<file path="src/rtl/qrs_sqrt.sv">
// pipelined integer square root, one root bit per stage
module qrs_sqrt #(
  parameter int W   = 32,
  parameter int PLW = 1
) (
  input  logic           clk,
  input  logic           rst,
  input  logic           en,
  input  logic           in_valid,
  input  logic [2*W:0]   d,
  input  logic [PLW-1:0] in_pl,
  output logic           out_valid,
  output logic [W:0]     root,
  output logic [PLW-1:0] out_pl
);
  localparam int SW  = W + 1;
  localparam int RW  = SW + 3;
  localparam int RMW = RW - 2;
  localparam int XW  = 2 * SW;

  logic           v      [SW];
  logic [RMW-1:0] rem    [SW];
  logic [SW-1:0]  rt     [SW];
  logic [XW-1:0]  dx     [SW];
  logic [PLW-1:0] pl     [SW];

  logic           v_next   [SW];
  logic [RMW-1:0] rem_next [SW];
  logic [SW-1:0]  rt_next  [SW];
  logic [XW-1:0]  dx_next  [SW];
  logic [PLW-1:0] pl_next  [SW];

  always_comb begin
    logic           pv;
    logic [RMW-1:0] prem;
    logic [SW-1:0]  prt;
    logic [XW-1:0]  pdx;
    logic [PLW-1:0] ppl;
    logic [RW-1:0]  rsh;
    logic [RW-1:0]  trial;
    for (int k = 0; k < SW; k++) begin
      if (k == 0) begin
        pv   = in_valid;
        prem = '0;
        prt  = '0;
        pdx  = XW'(d);
        ppl  = in_pl;
      end else begin
        pv   = v[k-1];
        prem = rem[k-1];
        prt  = rt[k-1];
        pdx  = dx[k-1];
        ppl  = pl[k-1];
      end
      // bring down two bits, try root*4+1
      rsh   = {prem, pdx[XW-1 -: 2]};
      trial = RW'({prt, 2'b01});
      v_next[k]  = pv;
      dx_next[k] = {pdx[XW-3:0], 2'b00};
      pl_next[k] = ppl;
      if (rsh >= trial) begin
        rem_next[k] = RMW'(rsh - trial);
        rt_next[k]  = {prt[SW-2:0], 1'b1};
      end else begin
        rem_next[k] = rsh[RMW-1:0];
        rt_next[k]  = {prt[SW-2:0], 1'b0};
      end
    end
  end

  always_ff @(posedge clk) begin
    for (int k = 0; k < SW; k++) begin
      if (rst) begin
        v[k] <= 1'b0;
      end else if (en) begin
        v[k] <= v_next[k];
      end
      if (en) begin
        rem[k] <= rem_next[k];
        rt[k]  <= rt_next[k];
        dx[k]  <= dx_next[k];
        pl[k]  <= pl_next[k];
      end
    end
  end

  assign out_valid = v[SW-1];
  assign root      = rt[SW-1];
  assign out_pl    = pl[SW-1];

endmodule

</file>
<file path="config.mk">
export PLATFORM = sky130hd
export DESIGN_NAME = qrs_sqrt
export DESIGN_NICKNAME = d
export VERILOG_FILES = /design/src/rtl/qrs_sqrt.sv
export SDC_FILE = /design/constraint.sdc
export NUM_CORES = 2
export LEC_CHECK = 0
export BUFFER_PORTS_ARGS = -buffer_cell sky130_fd_sc_hd__buf_2
export CAP_MARGIN = 10
export CORE_ASPECT_RATIO = 0.5
export CORE_MARGIN = 2
export CORE_UTILIZATION = 43
export DETAILED_ROUTE_END_ITERATION = 7
export HOLD_SLACK_MARGIN = 0.08
export PLACE_DENSITY_LB_ADDON = 0.08
export SETUP_SLACK_MARGIN = 0.1
export SLEW_MARGIN = 0
export SYNTH_ARGS = -nofsm -noshare
export SYNTH_HDL_FRONTEND = slang
export SYNTH_MEMORY_MAX_BITS = 65536
export SYNTH_SLANG_ARGS = --single-unit
</file>
<file path="constraint.sdc">
create_clock -name clk -period 7.8 [get_ports clk]
set_input_delay 1.56 -clock clk [delete_from_list [all_inputs] [get_ports clk]]
set_output_delay 1.56 -clock clk [all_outputs]
set_load 0.05 [all_outputs]
</file>
# Yosys cells after proc, flatten, opt, wreduce, memory -nomap -nowiden
# Memories as Yosys holds them, arrays and structs flattened.
# Index checks and enable logic that the tools add are counted.
[op_classes]
magnitude_cmp = 33
n_mux = 105
bitwise_logic = 33
addsub = 33
[ops]
columns = ["operator", "count"]
rows = [
  ["36-bit by 35-bit greater-or-equal comparator with 1-bit output", 32],
  ["34-bit 2-to-1 mux", 33],
  ["34-bit subtractor", 32],
  ["1-bit 2-to-1 mux", 72],
  ["1-bit OR", 33],
  ["1-bit by 1-bit subtractor with 2-bit output, second input constant", 1],
  ["1-bit greater-or-equal comparator, second input constant", 1],
]
[word_totals]
memories = 5
output_inout_bits = 35
ff_bits = 0
ramBits = 4389
[mem_list]
columns = ["name", "words", "width", "rd", "rd_clocked_by_memory_dff", "write_ports", "line", "source"]
rows = [
  ["dx", 33, 64, 32, 0, 33, "24", "logic [XW-1:0] dx [SW];"],
  ["rem", 33, 34, 32, 0, 33, "22", "logic [RMW-1:0] rem [SW];"],
  ["rt", 33, 33, 33, 0, 33, "23", "logic [SW-1:0] rt [SW];"],
  ["pl", 33, 1, 33, 0, 33, "25", "logic [PLW-1:0] pl [SW];"],
  ["v", 33, 1, 33, 0, 33, "21", "logic v [SW];"],
]

# Depth between registers and ports, before layout
[depth]
ltp_word = 4
ltp_mapped = 15
depth_no_buf = 13

# Least setup slack after synthesis
# OpenSTA, ideal clock, no wires.
[synth_timing]
path_type = "register -> register"
start = "mem rem[0][148] in the netlist's numbering"
end = "mem rem[0][197] in the netlist's numbering (data pin)"
slack_ns = 3.744
n_path_buf = 2
arrival_ns = 3.785
period_less_slack_ns = 4.056
required_time_ns = 7.529
path_stages_with_launch = 12
cell_sequence = "edfxtp_1 -> or4_4 -> or4_4 -> or4_4 -> or4_4 -> nor4_1 -> or4b_1 -> clkbuf_2 -> or4b_1 -> buf_6 -> nor4_1 -> xor2_1"
[synth_lines]
columns = ["item", "line"]
rows = [
  ["start, declared", "22"],
]

==> results.sh <==
export IMPL_status="completed"
export IMPL_cp_startpoint="rem[0][148]$_DFFE_PP_"
export IMPL_yosysMostFrequentCell="edfxtp_1"
export IMPL_viasPerCell=5.18
export IMPL_die_y_um=387
export IMPL_hold_buffers=0
export IMPL_worst_pin_slew_ns=1.20
export IMPL_slew_headroom=0.200
export IMPL_synth_edf_count=2715
export IMPL_worstPathRequired_ns=8.38
export IMPL_synth_top_family_by_area="simple AND/OR/NAND/NOR gates"
export IMPL_place_congestion=0.893
export IMPL_dieWidth_um=770
export IMPL_post_cts_buffers=0
export IMPL_drt_first_iter_violations=4552
export IMPL_cp_start_kind="flop"
export IMPL_cts_tree="yes"
export IMPL_final_util=0.479
export IMPL_synth_mux_area_frac=0.00661
export IMPL_netlist_top_cells_count="edfxtp_1 (2715), inv_1 (773), nand2_1 (707), ha_1 (594), a21oi_1 (582)"
export IMPL_cts_sinks=2715
export IMPL_root_buffer="clkbuf_16"
export IMPL_core_area_um2=291000
export IMPL_antenna_cells=0
export IMPL_portBuffers=104
export IMPL_drc=0
export IMPL_criticalPathCategory="reg -> reg"
export IMPL_drive_gt1_frac=0.0689
export IMPL_fill_cells=25800
export IMPL_avgSynthCellArea_um2=12.9
export IMPL_synthSimpleGateAreaFrac=0.0988
export IMPL_rsz0062_at_grt="no"
export IMPL_cellPowerDensity_nw_per_um2=293
export IMPL_grt_first_pass_wirelength_mm=404
export IMPL_r2r_start="rem[0][148]$_DFFE_PP_"
export IMPL_synth_async_sr_flop_share=0
export IMPL_hold_start="dx[0][1391]$_DFFE_PP_"
export IMPL_initial_core_util=0.433
export IMPL_yosys_warnings=0
export IMPL_drv_cap=0
export IMPL_syn_area_um2=126000
export IMPL_min_path_type="reg -> reg"
export IMPL_crit_end="rem[0][197]$_DFFE_PP_"
export IMPL_cts_resized=0
export IMPL_worstPathArrival_ns=5.23
export IMPL_synth_distinct_cells=85
export IMPL_core_rowCount=140
export IMPL_synth_adder_area_share=0.0589
export IMPL_clk_latency_ns=0.86
export IMPL_htree_levels=5
export IMPL_fin_nets=10600
export IMPL_peakVddDrop_mv=0.167
export IMPL_vias=72900
export IMPL_synthFlopType="edfxtp_1"
export IMPL_finalHoldViolations=0
export IMPL_clk_pin_slew_ns=0.06
export IMPL_grt_start_max_net_pins=165
export IMPL_ys_ff_latch=2715
export IMPL_synth_cells=9779
export IMPL_dr_pass1_iters=6
export IMPL_r2r_slack_ns=3.15
export IMPL_regArea_um2=81500
export IMPL_antenna_found_initial=4
export IMPL_power_leakage_nw=52.8
export IMPL_area_growth_pct=10.7
export IMPL_track_usage=0.169
export IMPL_power_mw=41.0
export IMPL_fin_crit_ns=4.65
export IMPL_clock_fmax_ghz=0.215
export IMPL_fin_tns_setup_ns=0
export IMPL_numCtsBuffers=268
export IMPL_yosys_area_share_xor_xnor=0.0608
export IMPL_multi_input_area_um2=40800
export IMPL_hold_worst_slack_ns=0.401
export IMPL_grt_ovfl_total=0
export IMPL_pin_count=105
export IMPL_syn_num_nets=10400
export IMPL_dieArea_um2=298000
export IMPL_crit_reg2reg_capture="rem[0][197]$_DFFE_PP_"
export IMPL_end_kind="flop"
export IMPL_post_route_period_util=0.596
export IMPL_final_max_slew_viol_count=0
export IMPL_grt_pass1_vias=72700
export IMPL_synth_area_leaders="edfxtp_1 (65%), ha_1 (5.9%), xor2_1 (3.1%), xnor2_1 (2.9%), a21oi_1 (2.3%)"
export IMPL_wl_mm=257
export IMPL_ys_seq_area_frac=0.646
export IMPL_finalSetupViolCount=0
export IMPL_finalClockSkew_ns=0.0477
export IMPL_avgRoutedWirePerCell_um=18.2
export IMPL_dp_hpwl_mm=184
export IMPL_synth_compound_area_frac=0.0972
export IMPL_path_max_fanout=16
export IMPL_synth_top_area_frac=0.646
export IMPL_r2r_cells=9
export IMPL_cts_buffer_depth=4
export IMPL_ant_nets=0
export IMPL_synth_top_area_cell="edfxtp_1"
-- how the worst min path moves through the flow --
stage	end	slack, ns	cells past startpoint
4_1_cts	dx[0][1457]$_DFFE_PP_	0.39	0
3_5_place_dp	dx[0][1002]$_DFFE_PP_	0.40	0
2_1_floorplan	dx[0][1000]$_DFFE_PP_	0.40	0
5_1_grt	dx[0][1457]$_DFFE_PP_	0.40	0
3_3_place_gp	dx[0][826]$_DFFE_PP_	0.40	0
6_report	dx[0][1457]$_DFFE_PP_	0.40	0
-- cell usage in the layout (no fill, tap or decap), types with 99 or more instances in the layout --
| cell | count |
|---|---|
| nor3_1 | 222 |
| ha_1 | 594 |
| or3_1 | 102 |
| nor2_1 | 561 |
| nor4_1 | 128 |
| edfxtp_1 | 2715 |
| xor2_1 | 453 |
| nand2b_1 | 99 |
| nand2_1 | 706 |
| inv_1 | 773 |
| o21a_1 | 104 |
| buf_2 | 103 |
| clkbuf_16 | 274 |
| nand3_1 | 164 |
| a21oi_1 | 582 |
| nand4_1 | 99 |
| a21o_1 | 248 |
| o21ai_0 | 546 |
| xnor2_1 | 423 |
-- kinds of logic after synthesis --
group	Yosys count
simple gates	2522
xor+xnor	876
mux	76
buf+inv	1019
flops	2715
fa+ha+maj	594
compound gates	1976
other cells	1
-- final cells by class --
type / instances / share of cell area
Inverter: 775 / 0.0208
Timing Repair Buffer: 164 / 0.00867
Clock buffer: 325 / 0.0504
Sequential cell: 2715 / 0.584
Multi-Input combinational cell: 6045 / 0.292
Tap cell: 3905 / 0.0350
Clock inverter: 139 / 0.00960
-- state kept, by name (all words and copies together), names as in the netlist --
name	flops
pl	33
rt	561
dx	1056
rem	1032
v	33
-- worst max-delay path: stages, from the launching register on --
cell,delay [ns]
edfxtp_1,0.45
or4_4,0.59
or4_4,0.50
or4_4,0.52
or4_4,0.45
nor4_1,0.35
or4b_1,0.72
or4b_1,0.51
nor4_1,0.12
xor2_1,0.16
-- per-layer routing --
layer	part of all wire	GRT usage	routed length [µm]	vias up
met5	0	0	0	-
met4	0.032	0.0548	8330	0
met3	0.034	0.0243	8670	441
met2	0.49	0.293	125000	1086
met1	0.45	0.218	114000	34900
li1	-	-	-	36500
-- report_power, final --
group	leakage (nW)	switching, mW	internal [mW]
clock	4.07	5.53	7.14
sequential	26.2	1.15	18.5
combinational	22.5	5.11	3.58
total	52.8	11.8	29.2
-- stage by stage --
stage / instance area, µm² / setup WS, ns / std cells
floorplan: 126000 / 3.74 / 9779
global placement: 131000 / 3.19 / 13600
detailed placement: 131000 / 3.16 / 13600
CTS: 140000 / 3.14 / 14100
global route: 140000 / 2.86 / 14100
finish: 140000 / 3.15 / 14100
Note: power is estimated with default switching activity, not from simulation.
